## src/rtl/core/shp_pkg.sv

```systemverilog
package shp_pkg;

	localparam int CFG_AW = 5;
	localparam int DATA_W = 32;
	localparam int VAL_W  = 33;
	localparam int HB_W   = 10;

	localparam logic [2:0] REG_SEP_PLANES = 3'd0;
	localparam logic [2:0] REG_FRAME_NUM_W = 3'd1;
	localparam logic [2:0] REG_MBS_ONLY = 3'd2;
	localparam logic [2:0] REG_POC_TYPE = 3'd3;
	localparam logic [2:0] REG_POC_LSB_W = 3'd4;
	localparam logic [2:0] REG_BOTTOM_POC = 3'd5;

	localparam logic [4:0] WIDTH_MIN = 5'd4;
	localparam logic [4:0] WIDTH_MAX = 5'd16;

	typedef enum logic [3:0] {
		EL_FIRST_MB      = 4'd0,
		EL_SLICE_TYPE    = 4'd1,
		EL_PPS_ID        = 4'd2,
		EL_COLOUR_PLANE  = 4'd3,
		EL_FRAME_NUM     = 4'd4,
		EL_FIELD_PIC     = 4'd5,
		EL_BOTTOM_FIELD  = 4'd6,
		EL_IDR_PIC_ID    = 4'd7,
		EL_POC_LSB       = 4'd8,
		EL_DELTA_POC_BOT = 4'd9,
		EL_NO_OUTPUT     = 4'd10,
		EL_LONG_TERM     = 4'd11,
		EL_QP_DELTA      = 4'd12,
		EL_DONE          = 4'd13
	} elem_t;

	typedef enum logic [1:0] {
		KIND_UE  = 2'd0,
		KIND_SE  = 2'd1,
		KIND_FIX = 2'd2
	} kind_t;

	typedef enum logic {
		ENG_IDLE = 1'b0,
		ENG_RUN  = 1'b1
	} eng_state_t;

	typedef struct packed {
		logic       sep_planes;
		logic [4:0] frame_num_w;
		logic       mbs_only;
		logic [1:0] poc_type;
		logic [4:0] poc_lsb_w;
		logic       bottom_poc;
	} cfg_t;

	typedef struct packed {
		logic [7:0] data;
		logic       first;
		logic       idr;
	} in_word_t;

	typedef struct packed {
		logic [3:0]              element;
		logic signed [VAL_W-1:0] value;
		logic                    last;
		logic [HB_W-1:0]         hdr_bits;
		logic                    err;
	} result_t;

	function automatic logic [4:0] clamp_width(input logic [4:0] w);
		logic [4:0] r;
		r = w;
		if (w < WIDTH_MIN) r = WIDTH_MIN;
		else if (w > WIDTH_MAX) r = WIDTH_MAX;
		return r;
	endfunction

	function automatic kind_t kind_of(input elem_t code);
		kind_t k;
		case (code) inside
			EL_DELTA_POC_BOT, EL_QP_DELTA: k = KIND_SE;
			EL_FIRST_MB, EL_SLICE_TYPE, EL_PPS_ID, EL_IDR_PIC_ID: k = KIND_UE;
			default: k = KIND_FIX;
		endcase
		return k;
	endfunction

	function automatic logic [4:0] fixed_width(input elem_t code, input cfg_t cfg);
		logic [4:0] w;
		case (code)
			EL_COLOUR_PLANE: w = 5'd2;
			EL_FRAME_NUM:    w = cfg.frame_num_w;
			EL_POC_LSB:      w = cfg.poc_lsb_w;
			default:         w = 5'd1;
		endcase
		return w;
	endfunction

	function automatic elem_t next_code(input elem_t code, input logic vbit, input cfg_t cfg,
	                                    input logic field, input logic idr);
		elem_t after_poc, after_idr, after_field, n;
		after_poc   = idr ? EL_NO_OUTPUT : EL_QP_DELTA;
		after_idr   = (cfg.poc_type == 2'd0) ? EL_POC_LSB : after_poc;
		after_field = idr ? EL_IDR_PIC_ID : after_idr;
		case (code)
			EL_FIRST_MB:      n = EL_SLICE_TYPE;
			EL_SLICE_TYPE:    n = EL_PPS_ID;
			EL_PPS_ID:        n = cfg.sep_planes ? EL_COLOUR_PLANE : EL_FRAME_NUM;
			EL_COLOUR_PLANE:  n = EL_FRAME_NUM;
			EL_FRAME_NUM:     n = cfg.mbs_only ? after_field : EL_FIELD_PIC;
			EL_FIELD_PIC:     n = vbit ? EL_BOTTOM_FIELD : after_field;
			EL_BOTTOM_FIELD:  n = after_field;
			EL_IDR_PIC_ID:    n = after_idr;
			EL_POC_LSB:       n = (!field && cfg.bottom_poc) ? EL_DELTA_POC_BOT : after_poc;
			EL_DELTA_POC_BOT: n = after_poc;
			EL_NO_OUTPUT:     n = EL_LONG_TERM;
			EL_LONG_TERM:     n = EL_QP_DELTA;
			default:          n = EL_DONE;
		endcase
		return n;
	endfunction

	// residue mod 5 after appending one bit
	function automatic logic [2:0] mod5_shift(input logic [2:0] m, input logic b);
		logic [3:0] t;
		t = {m, b};
		if (t >= 4'd5) t = t - 4'd5;
		return t[2:0];
	endfunction

endpackage

```

## src/rtl/core/shp_front.sv

```systemverilog
module shp_front (
	input  logic              clk,
	input  logic              arst_n,
	input  logic              in_valid,
	output logic              in_ready,
	input  shp_pkg::in_word_t in_word,
	output logic              q_valid,
	output shp_pkg::in_word_t q_word,
	input  logic              q_pop
);

	shp_pkg::in_word_t mem_q [2];
	logic              wr_ptr_q;
	logic              rd_ptr_q;
	logic [1:0]        cnt_q;
	logic              push;

	assign in_ready = (cnt_q != 2'd2);
	assign push     = in_valid && in_ready;
	assign q_valid  = (cnt_q != 2'd0);
	assign q_word   = mem_q[rd_ptr_q];

	always_ff @(posedge clk) begin
		if (push) mem_q[wr_ptr_q] <= in_word;
	end

	always_ff @(posedge clk or negedge arst_n) begin
		if (!arst_n) begin
			wr_ptr_q <= 1'b0;
			rd_ptr_q <= 1'b0;
			cnt_q    <= 2'd0;
		end else begin
			if (push) wr_ptr_q <= ~wr_ptr_q;
			if (q_pop) rd_ptr_q <= ~rd_ptr_q;
			if (push && !q_pop) cnt_q <= cnt_q + 2'd1;
			else if (!push && q_pop) cnt_q <= cnt_q - 2'd1;
		end
	end

endmodule

```

## src/rtl/core/shp_out_buf.sv

```systemverilog
module shp_out_buf (
	input  logic             clk,
	input  logic             arst_n,
	input  logic             push,
	input  shp_pkg::result_t push_res,
	output logic             space,
	output logic             out_valid,
	input  logic             out_ready,
	output shp_pkg::result_t out_res
);

	shp_pkg::result_t mem_q [2];
	logic             wr_ptr_q;
	logic             rd_ptr_q;
	logic [1:0]       cnt_q;
	logic             pop;

	assign space     = (cnt_q != 2'd2);
	assign out_valid = (cnt_q != 2'd0);
	assign pop       = out_valid && out_ready;
	assign out_res   = mem_q[rd_ptr_q];

	always_ff @(posedge clk) begin
		if (push) mem_q[wr_ptr_q] <= push_res;
	end

	always_ff @(posedge clk or negedge arst_n) begin
		if (!arst_n) begin
			wr_ptr_q <= 1'b0;
			rd_ptr_q <= 1'b0;
			cnt_q    <= 2'd0;
		end else begin
			if (push) wr_ptr_q <= ~wr_ptr_q;
			if (pop) rd_ptr_q <= ~rd_ptr_q;
			if (push && !pop) cnt_q <= cnt_q + 2'd1;
			else if (!push && pop) cnt_q <= cnt_q - 2'd1;
		end
	end

endmodule

```

## src/rtl/core/shp_engine.sv

```systemverilog
module shp_engine #(
	parameter int MAX_HEADER_BITS = 1023
) (
	input  logic              clk,
	input  logic              arst_n,
	input  shp_pkg::cfg_t     cfg,
	input  logic              q_valid,
	input  shp_pkg::in_word_t q_word,
	output logic              q_pop,
	input  logic              space,
	output logic              push,
	output shp_pkg::result_t  res
);

	localparam int TW = $clog2(MAX_HEADER_BITS + 1);
	localparam int HW = (TW > shp_pkg::HB_W) ? TW : shp_pkg::HB_W;
	localparam int VW = shp_pkg::VAL_W;

	shp_pkg::eng_state_t state_q, state_nx;
	logic [7:0]          byte_q;
	logic                first_q;
	logic                byte_idr_q;
	logic [2:0]          bit_idx_q;

	shp_pkg::elem_t phase_q, phase_nx, eff_phase, nxt;
	logic [5:0]     zc_q, zc_nx, eff_zc;
	logic [VW-1:0]  acc_q, acc_nx, eff_acc;
	logic [5:0]     left_q, left_nx, eff_left;
	logic [2:0]     m_q, m_nx, eff_m;
	logic [TW-1:0]  total_q, total_nx, eff_total;
	logic           field_q, field_nx, eff_field;
	logic           idr_q, eff_idr;
	logic           done_q, done_nx, eff_done;

	shp_pkg::kind_t kind;
	logic           run, bit_in, step, complete, err, fin;
	logic [HW-1:0]  tot_ext;
	logic [VW-1:0]  half, v;

	assign run       = (state_q == shp_pkg::ENG_RUN);
	assign eff_done  = first_q ? 1'b0 : done_q;
	assign eff_phase = first_q ? shp_pkg::EL_FIRST_MB : phase_q;
	assign eff_zc    = first_q ? 6'd0 : zc_q;
	assign eff_acc   = first_q ? '0 : acc_q;
	assign eff_left  = first_q ? 6'd0 : left_q;
	assign eff_m     = first_q ? 3'd0 : m_q;
	assign eff_total = first_q ? '0 : total_q;
	assign eff_field = first_q ? 1'b0 : field_q;
	assign eff_idr   = first_q ? byte_idr_q : idr_q;

	assign bit_in = byte_q[bit_idx_q];
	assign kind   = shp_pkg::kind_of(eff_phase);
	assign step   = run && !eff_done && space;

	always_comb begin
		zc_nx    = eff_zc;
		acc_nx   = eff_acc;
		left_nx  = eff_left;
		m_nx     = eff_m;
		field_nx = eff_field;
		phase_nx = eff_phase;
		done_nx  = eff_done;
		complete = 1'b0;
		err      = 1'b0;
		total_nx = (eff_total < TW'(MAX_HEADER_BITS)) ? eff_total + 1'b1 : eff_total;

		if (kind == shp_pkg::KIND_FIX || eff_left != 6'd0) begin
			acc_nx   = {eff_acc[VW-2:0], bit_in};
			m_nx     = shp_pkg::mod5_shift(eff_m, bit_in);
			left_nx  = (eff_left != 6'd0) ? eff_left - 6'd1 : eff_left;
			complete = (left_nx == 6'd0);
		end else if (!bit_in) begin
			zc_nx = eff_zc + 6'd1;
			err   = (eff_zc == 6'd31);
		end else begin
			// prefix ends: acc holds codeNum+1 once the suffix is in
			acc_nx   = VW'(1);
			m_nx     = 3'd1;
			left_nx  = eff_zc;
			complete = (eff_zc == 6'd0);
		end

		half = {1'b0, acc_nx[VW-1:1]};
		case (kind)
			shp_pkg::KIND_UE: v = acc_nx - VW'(1);
			shp_pkg::KIND_SE: v = acc_nx[0] ? VW'(0) - half : half;
			default:          v = acc_nx;
		endcase
		if (eff_phase == shp_pkg::EL_SLICE_TYPE)
			v = (m_nx == 3'd0) ? VW'(4) : VW'(m_nx - 3'd1);

		if (complete && eff_phase == shp_pkg::EL_FIELD_PIC) field_nx = acc_nx[0];
		nxt = shp_pkg::next_code(eff_phase, acc_nx[0], cfg, eff_field, eff_idr);

		if (err) begin
			done_nx  = 1'b1;
			phase_nx = shp_pkg::EL_DONE;
		end else if (complete) begin
			if (nxt == shp_pkg::EL_DONE) begin
				done_nx  = 1'b1;
				phase_nx = shp_pkg::EL_DONE;
			end else begin
				phase_nx = nxt;
				zc_nx    = 6'd0;
				acc_nx   = '0;
				m_nx     = 3'd0;
				left_nx  = (shp_pkg::kind_of(nxt) == shp_pkg::KIND_FIX) ?
				           {1'b0, shp_pkg::fixed_width(nxt, cfg)} : 6'd0;
			end
		end
	end

	assign tot_ext = HW'(total_nx);
	assign push    = step && (complete || err);

	always_comb begin
		res.element  = eff_phase;
		res.value    = err ? '0 : v;
		res.last     = err || (nxt == shp_pkg::EL_DONE);
		res.hdr_bits = (tot_ext > HW'(1023)) ? shp_pkg::HB_W'(1023) : tot_ext[shp_pkg::HB_W-1:0];
		res.err      = err;
	end

	// leftover bits of a byte are dropped once the header ends
	assign fin   = run && (eff_done || (step && (bit_idx_q == 3'd0 || done_nx)));
	assign q_pop = (!run || fin) && q_valid;

	always_comb begin
		state_nx = state_q;
		unique case (state_q)
			shp_pkg::ENG_IDLE: begin
				if (q_valid) state_nx = shp_pkg::ENG_RUN;
			end
			shp_pkg::ENG_RUN: begin
				if (fin && !q_valid) state_nx = shp_pkg::ENG_IDLE;
			end
			default: state_nx = shp_pkg::ENG_IDLE;
		endcase
	end

	always_ff @(posedge clk or negedge arst_n) begin
		if (!arst_n) state_q <= shp_pkg::ENG_IDLE;
		else state_q <= state_nx;
	end

	always_ff @(posedge clk) begin
		if (q_pop) begin
			byte_q     <= q_word.data;
			byte_idr_q <= q_word.idr;
		end
	end

	always_ff @(posedge clk or negedge arst_n) begin
		if (!arst_n) begin
			first_q   <= 1'b0;
			bit_idx_q <= 3'd7;
			phase_q   <= shp_pkg::EL_FIRST_MB;
			zc_q      <= 6'd0;
			acc_q     <= '0;
			left_q    <= 6'd0;
			m_q       <= 3'd0;
			total_q   <= '0;
			field_q   <= 1'b0;
			idr_q     <= 1'b0;
			done_q    <= 1'b1;
		end else begin
			if (step) begin
				phase_q <= phase_nx;
				zc_q    <= zc_nx;
				acc_q   <= acc_nx;
				left_q  <= left_nx;
				m_q     <= m_nx;
				total_q <= total_nx;
				field_q <= field_nx;
				idr_q   <= eff_idr;
				done_q  <= done_nx;
			end
			if (q_pop) begin
				first_q   <= q_word.first;
				bit_idx_q <= 3'd7;
			end else if (step) begin
				first_q   <= 1'b0;
				bit_idx_q <= bit_idx_q - 3'd1;
			end
		end
	end

`ifndef SYNTH
	a_push_space: assert property (@(posedge clk) disable iff (!arst_n) push |-> space)
		else $error("result pushed into a full output queue");
	a_err_last: assert property (@(posedge clk) disable iff (!arst_n) push && res.err |-> res.last)
		else $error("code error word not marked last");
	a_last_done: assert property (@(posedge clk) disable iff (!arst_n) push && res.last |=> done_q)
		else $error("parser still active after last element");
	a_pop_valid: assert property (@(posedge clk) disable iff (!arst_n) q_pop |-> q_valid)
		else $error("pop from empty input queue");
`endif

endmodule

```

## src/rtl/core/h264_slice_header_parser.sv

```systemverilog
// channel   direction  handshake              payload
// in        input      in_valid / in_ready    data_byte, first_byte, idr_slice
// out       output     out_valid / out_ready  element, value, last, header_bits, code_error
// apb cfg   input      psel, penable, pwrite  paddr, pwdata, prdata (pready tied high)
//
// A header byte goes through the bit engine one bit per cycle while the result queue
// has space; bytes outside a header and bits left after the last element are dropped.
// A two-word input queue takes bytes while the engine works; a two-word result queue
// holds finished elements, and the engine stalls on a bit only while that queue is full.
// arst_n clears all control state at once; no clearing pass is needed.
module h264_slice_header_parser #(
	parameter int MAX_HEADER_BITS = 1023
) (
	input  logic                             clk,
	input  logic                             arst_n,
	input  logic                             psel,
	input  logic                             penable,
	input  logic                             pwrite,
	input  logic [shp_pkg::CFG_AW-1:0]       paddr,
	input  logic [shp_pkg::DATA_W-1:0]       pwdata,
	output logic [shp_pkg::DATA_W-1:0]       prdata,
	output logic                             pready,
	input  logic                             in_valid,
	output logic                             in_ready,
	input  logic [7:0]                       data_byte,
	input  logic                             first_byte,
	input  logic                             idr_slice,
	output logic                             out_valid,
	input  logic                             out_ready,
	output logic [3:0]                       element,
	output logic signed [shp_pkg::VAL_W-1:0] value,
	output logic                             last,
	output logic [shp_pkg::HB_W-1:0]         header_bits,
	output logic                             code_error
);

	logic       sep_planes_q;
	logic [4:0] frame_num_w_q;
	logic       mbs_only_q;
	logic [1:0] poc_type_q;
	logic [4:0] poc_lsb_w_q;
	logic       bottom_poc_q;
	logic       wr_en;
	logic [2:0] reg_idx;

	shp_pkg::cfg_t     cfg;
	shp_pkg::in_word_t in_word, q_word;
	shp_pkg::result_t  push_res, out_res;
	logic              q_valid, q_pop, space, push;

	assign pready  = 1'b1;
	assign wr_en   = psel && penable && pwrite && pready;
	assign reg_idx = paddr[4:2];

	always_ff @(posedge clk or negedge arst_n) begin
		if (!arst_n) begin
			sep_planes_q  <= 1'b0;
			frame_num_w_q <= 5'd4;
			mbs_only_q    <= 1'b1;
			poc_type_q    <= 2'd0;
			poc_lsb_w_q   <= 5'd4;
			bottom_poc_q  <= 1'b0;
		end else if (wr_en) begin
			case (reg_idx)
				shp_pkg::REG_SEP_PLANES:  sep_planes_q  <= pwdata[0];
				shp_pkg::REG_FRAME_NUM_W: frame_num_w_q <= pwdata[4:0];
				shp_pkg::REG_MBS_ONLY:    mbs_only_q    <= pwdata[0];
				shp_pkg::REG_POC_TYPE:    poc_type_q    <= pwdata[1:0];
				shp_pkg::REG_POC_LSB_W:   poc_lsb_w_q   <= pwdata[4:0];
				shp_pkg::REG_BOTTOM_POC:  bottom_poc_q  <= pwdata[0];
				default: ;
			endcase
		end
	end

	always_comb begin
		case (reg_idx)
			shp_pkg::REG_SEP_PLANES:  prdata = shp_pkg::DATA_W'(sep_planes_q);
			shp_pkg::REG_FRAME_NUM_W: prdata = shp_pkg::DATA_W'(frame_num_w_q);
			shp_pkg::REG_MBS_ONLY:    prdata = shp_pkg::DATA_W'(mbs_only_q);
			shp_pkg::REG_POC_TYPE:    prdata = shp_pkg::DATA_W'(poc_type_q);
			shp_pkg::REG_POC_LSB_W:   prdata = shp_pkg::DATA_W'(poc_lsb_w_q);
			shp_pkg::REG_BOTTOM_POC:  prdata = shp_pkg::DATA_W'(bottom_poc_q);
			default:                  prdata = '0;
		endcase
	end

	always_comb begin
		cfg.sep_planes  = sep_planes_q;
		cfg.frame_num_w = shp_pkg::clamp_width(frame_num_w_q);
		cfg.mbs_only    = mbs_only_q;
		cfg.poc_type    = poc_type_q;
		cfg.poc_lsb_w   = shp_pkg::clamp_width(poc_lsb_w_q);
		cfg.bottom_poc  = bottom_poc_q;
	end

	always_comb begin
		in_word.data  = data_byte;
		in_word.first = first_byte;
		in_word.idr   = idr_slice;
	end

	shp_front u_front (
		.clk      (clk),
		.arst_n   (arst_n),
		.in_valid (in_valid),
		.in_ready (in_ready),
		.in_word  (in_word),
		.q_valid  (q_valid),
		.q_word   (q_word),
		.q_pop    (q_pop)
	);

	shp_engine #(
		.MAX_HEADER_BITS (MAX_HEADER_BITS)
	) u_engine (
		.clk     (clk),
		.arst_n  (arst_n),
		.cfg     (cfg),
		.q_valid (q_valid),
		.q_word  (q_word),
		.q_pop   (q_pop),
		.space   (space),
		.push    (push),
		.res     (push_res)
	);

	shp_out_buf u_out_buf (
		.clk       (clk),
		.arst_n    (arst_n),
		.push      (push),
		.push_res  (push_res),
		.space     (space),
		.out_valid (out_valid),
		.out_ready (out_ready),
		.out_res   (out_res)
	);

	assign element     = out_res.element;
	assign value       = out_res.value;
	assign last        = out_res.last;
	assign header_bits = out_res.hdr_bits;
	assign code_error  = out_res.err;

endmodule

```

## config.mk

```make
export PLATFORM = sky130hd
export DESIGN_NAME = h264_slice_header_parser
export DESIGN_NICKNAME = d
export VERILOG_FILES = /design/src/rtl/core/shp_pkg.sv /design/src/rtl/core/shp_front.sv /design/src/rtl/core/shp_out_buf.sv /design/src/rtl/core/shp_engine.sv /design/src/rtl/core/h264_slice_header_parser.sv
export SDC_FILE = /design/constraint.sdc
export NUM_CORES = 1
export LEC_CHECK = 0
export BUFFER_PORTS_ARGS = -buffer_cell sky130_fd_sc_hd__buf_4
export CORE_MARGIN = 5
export CORE_UTILIZATION = 25
export DETAILED_ROUTE_END_ITERATION = 12
export PLACE_DENSITY = 0.38
export SLEW_MARGIN = 20
export SYNTH_ARGS = -nofsm -noshare
export SYNTH_HDL_FRONTEND = slang
export SYNTH_SLANG_ARGS = --single-unit
```

## constraint.sdc

```tcl
create_clock -name clk -period 6.9 [get_ports clk]
set_input_delay 2.07 -clock clk [delete_from_list [all_inputs] [get_ports clk]]
set_output_delay 2.07 -clock clk [all_outputs]
set_load 0.005 [all_outputs]
```

==> Yosys cells after proc, flatten, opt, wreduce, memory -nomap -nowiden <==
Memories as Yosys holds them, arrays and structs flattened.
Index checks and enable logic that the tools add are counted.
{ "totals": {"reg_bits": 102, "mem_bits_rw": 118, "in_bits": 54, "output_inout_bits": 84, "wordCells": 229, "memories": 2} }
{ "op_classes": {"n_addsub": 12, "magnitude_cmp": 8, "n_eq_ne": 32, "mux": 88, "bitwise": 5, "n_reduce_logical": 56} }
{ "mem_list": {"columns": ["name", "words", "word_bits", "rd", "rd_ports_with_merged_regs", "wr", "line_no", "source"], "rows": [
  ["u_out_buf.mem_q", 2, 49, 1, 0, 1, "shp_out_buf.sv:12", "shp_pkg::result_t mem_q [2];"],
  ["u_front.mem_q", 2, 10, 1, 0, 1, "shp_front.sv:12", "shp_pkg::in_word_t mem_q [2];"]
]} }
{ "op_table": {"columns": ["op", "count"], "rows": [
  ["$mux W33", 10],
  ["$mux W6", 13],
  ["$pmux W33 S2", 1],
  ["$pmux W4 S12", 1],
  ["$eq A4 B4 Y1 const B", 9],
  ["$mux W4", 9],
  ["$mux W3", 11],
  ["$sub A1 B32 Y33 const A", 1],
  ["$sub A33 B1 Y33 const B", 1],
  ["$mux W10", 3],
  ["$pmux W5 S6", 1],
  ["$mux W5", 5],
  ["$eq A4 B3 Y1 const B", 6],
  ["$mux W2", 11],
  ["$mux W1", 20],
  ["$logic_and A1 B1 Y1", 17],
  ["$eq A4 B2 Y1 const B", 4],
  ["$pmux W5 S3", 1],
  ["$logic_not A6 Y1", 2],
  ["$reduce_and A2 Y1", 6],
  ["$add A10 B1 Y10 const B", 1],
  ["$gt A10 B10 Y1 const B", 1],
  ["$gt A5 B5 Y1 const B", 2],
  ["$lt A10 B10 Y1 const B", 1],
  ["30 further kinds", 64]
]} }

==> Depth between registers and ports, before layout <==
{ "logic_depth": {"depth_word": 23, "mapped_depth": 17, "ltp_nobuf": 15} }

==> Hierarchy <==
From an unflattened synthesis, not the netlist that was laid out.
{ "hier_totals": {"hier_cells": 1342, "area_unflattened_um2": 13526.7} }
{ "by_module_without_submodules": {"columns": ["mod", "instances", "cells_each", "area_each_um2", "seq_area_each_um2"], "rows": [
  ["shp_engine", 1, 1017, 7556.0, 2026.9],
  ["shp_out_buf", 1, 169, 3978.8, 3042.9],
  ["h264_slice_header_parser", 1, 107, 1058.5, 379.1],
  ["shp_front", 1, 49, 933.4, 700.7]
]} }

==> Worst setup path after synthesis <==
Ideal clock, no wire load.
{ "synth_timing": {"path_kind": "flip-flop to flip-flop", "start": "register u_engine.first_q", "end": "memory u_out_buf.mem_q[0][0] (netlist name), enable pin", "setup_ps": 456, "arrival_time_ps": 4839, "required_time_ps": 6444, "path_slack_ps": 1605, "stages_incl_launch_ff": 14, "n_path_buf": 2, "period_less_slack_ps": 5295, "cell_sequence": "dfrtp_1 -> inv_1 -> clkbuf_1 -> buf_1 -> nand2_1 -> ha_1 -> xor2_1 -> or4b_1 -> o21a_1 -> o21ai_1 -> a32o_1 -> or2_1 -> nand2_1 -> nor2_1"} }
{ "synth_between": {"elab_chain_len": 12, "elab_cells_between_ends": 33, "classes_between": "1 x add/sub; 7 x eq/ne; 13 x mux; 12 x reduce/logical"} }
{ "synth_lines": {"columns": ["element", "line_no", "source"], "rows": [
  ["start, declared", "shp_engine.sv:21", "logic first_q;"],
  ["start signal, assigned", "shp_engine.sv:179", "first_q <= q_word.first;"],
  ["branches (longest 9 deep; another with $sub A6 B1 Y6)", null, null],
  ["$logic_and A1 B1 Y1 (*)", "shp_engine.sv:114", "assign push = step && (complete || err);"],
  ["$mux W1 (*)", "shp_out_buf.sv:24", "if (push) mem_q[wr_ptr_q] <= push_res;"],
  ["$mux W1 (not written as such) (*)", "shp_out_buf.sv:24", null],
  ["end, declared", "shp_out_buf.sv:12", null]
]} }
Every way passes the cells marked *.

==> results.md <==
- Outcome: completed
- Synth Flop Type: edfxtp_1
- Yosys Warn Count: 0
- DIE AREA: 56,200 µm²
- Starting density of the core: 25.2%
- Syn Area/Cell: 10.2 µm²
- Worst-Skew Late Latency: 0.58 ns
- Port bufs: 80
- Flop2flop setup slack: 1.61 ns
- Setup crit start kind: flip-flop
- 1st-iter DRT viols: 596
- Synth area leader: edfxtp_1
- Final wirelength: 38.7 mm
- I/O pin count: 138
- # hold bufs at CTS: 0
- Origin of the critical flop-to-flop path: u_engine.first_q
- Post-CTS Resized: 0
- Setup TNS: 0 ns
- Unique masters post-synth: 93
- Worst slew pin tran: 0.990 ns
- Clock transition at path regs: 0.06 ns
- Max H-tree Level: 1
- Layout area overhead: 16.1%
- N_diodes: 0
- Reg2Reg Depth: 13
- Final net count: 1,365
- Max Clock Skew: 0.0307 ns
- # DRC: 0
- CP endpoint kind: flip-flop
- Antenna violations before repair: 0
- First-pass GRT wire length: 60.6 mm
- Final Critical Period: 5.29 ns
- Worst Setup EP: u_out_buf.mem_q[0][43]
- Count leader, synth: nand2_1
- Number of setup buffers added after CTS: 0
- Chip width: 237 µm
- Register area share after synthesis: 47.7%
- Antenna-violating nets left: 0
- Slew Limit Headroom: 34.0%
- PwrDens: 547 nW/µm²
- CTS Buf Count: 28
- Via/cell ratio: 4.92
- RSZ-0062 raised after global routing: no
- DR vias: 9,846
- Peak supply drop: 0.219 mV
- CTS tree: yes
- Synth top area share: 29.6%
- Detailed placer's ending HPWL: 25.7 mm
- Number of global-route vias before repair: 9,989
- Max Clk Rate: 189 MHz
- Pleak: 5.62 nW
- Post-Place Setup Slack: 1.66 ns
- Ranking of synthesized cells by area: edfxtp_1 (30%), dfrtp_1 (17%), mux2_2 (6.7%)
- Worst path arrival time: 5.56 ns
- Critical path class: flip-flop to flip-flop
- Reg-to-Reg End: u_out_buf.mem_q[0][43]
- Worst hold path type: flip-flop to flip-flop
- Crit path launch: u_engine.first_q
- Commonest cells post-synth: nand2_1 (157), edfxtp_1 (127), dfrtp_1 (86)
- Tcrit/Tclk final: 76.6%
- Synth Register Bits: 220
- Final hold violation count: 0
- Gr ovfl total: 0
- Endpoints failing setup: 0
- Die H: 237 µm
- Largest net degree at the start of global routing: 50
- Tot GR Track Use: 13.4%
- CTS Root Cell: clkbuf_16
- Share of cells above drive strength 1: 20.4%
- PnR worst setup slack: 1.61 ns
- Worst endpoint required time: 7.17 ns
- Critical Path Fanout Max: 32
- Std-Cell Rows: 83
- Ys async rst share: 42.3%
- First drt pass iteration count: 5
- GP Congestion: 0.822
- Slew Viols, Final: 0
- Post-synth EDFFs: 127
- Wirelength per Cell: 19.4 µm
- Syn Inst Count: 1,261
- Total of max-cap violations: 0
- Core area: 51,200 µm²
- Sink Count: 220
- Mapped Area: 12,900 µm²
- CTS Buffer Depth: 3
worst min path at each step:
stage	from	endpoint	slack (ns)	cells after the start
after global placement	u_engine.m_q[0]	u_engine.m_q[0]	0.46	2
final	u_engine.acc_q[32]	u_engine.acc_q[32]	0.48	2
after CTS	u_engine.acc_q[32]	u_engine.acc_q[32]	0.49	2
after detailed placement	u_engine.acc_q[32]	u_engine.acc_q[32]	0.48	2
after global routing	u_engine.bit_idx_q[1]	u_engine.bit_idx_q[1]	0.51	2
after floorplan	u_engine.acc_q[32]	u_engine.acc_q[32]	0.45	2
per-layer routing:
metal	up-vias	routed length, µm	global-route usage [%]
li1	4717	-	-
met2	199	18300	22.1
met5	-	0	0
met3	52	1610	1.70
met4	0	713	2.97
met1	4878	18100	18.8
per-stage QoR:
step	instances	utilization [%]	cell area (µm²)	hold WS, ns	power (mW)
after floorplan	1287	-	13000	0.449	5.41
after global placement	1950	27.4	14000	0.465	6.77
after detailed placement	1950	27.4	14000	0.476	6.79
after CTS	2002	29.2	15000	0.489	8.28
after global routing	2002	29.2	15000	0.510	8.84
final	2002	29.2	15000	0.484	8.18
layout make-up:
type                            count  area, µm²
Timing Repair Buffer              103        773
Tap cell                          680        851
Fill cell                        5365      36200
Clock inverter                     18        165
Inverter                           21       83.8
Multi-Input combinational cell    926       6190
Sequential cell                   220       6150
Clock buffer                       34        743
logic make-up after synthesis:
kind of cell | Yosys count | synth area share (%)
buffers and inverters | 141 | 5.40
adders and majority gates | 11 | 1.07
xor gates and xnor gates | 73 | 4.96
other | 2 | 0.0583
muxes | 95 | 8.33
AOI/OAI and AO/OA | 316 | 17.4
and+or+nand+nor | 403 | 15.0
DFF | 220 | 47.7
sequential cells by signal, summed over array words and instances (netlist names), 2 cells and up:
signal / count
u_out_buf.mem_q: 98
u_engine.left_q: 6
u_engine.acc_q: 33
u_engine.byte_q: 8
u_front.cnt_q: 2
u_out_buf.cnt_q: 2
poc_lsb_w_q: 5
u_engine.total_q: 10
u_front.mem_q: 20
frame_num_w_q: 5
u_engine.m_q: 3
u_engine.zc_q: 6
u_engine.phase_q: 4
u_engine.bit_idx_q: 3
poc_type_q: 2
where the power goes:
group          internal (mW)  switching (mW)  total (mW)
Clock                  0.843           0.593        1.44
Combinational           1.69            2.77        4.46
Sequential              1.89           0.399        2.29
layout by cell type (no fill, tap or decap), drive strengths merged, types with 17 or more instances in the layout:
cell / count
nand2: 157
edfxtp: 127
buf: 103
dfrtp: 86
nor2: 86
mux2: 78
o21ai: 72
a21oi: 44
xnor2: 37
nor3: 37
xor2: 36
clkbuf: 34
o31ai: 33
a22oi: 33
conb: 28
inv: 21
o22ai: 19
nand3: 18
nor4: 17
critical path, stage by stage, from the launching register on:
cell and delay [ns]:
dfrtp_1 0.58, nand2b_1 0.23, ha_1 0.30, nor3b_1 0.40, nor3b_2 0.42, a31oi_4 0.41, a22oi_2 0.50, ha_1 0.41
o221ai_1 0.27, a2111oi_2 0.53, and4_1 0.43, and3_1 0.23, o31a_1 0.12, o221ai_1 0.14
(Power assumes the default switching activity.)
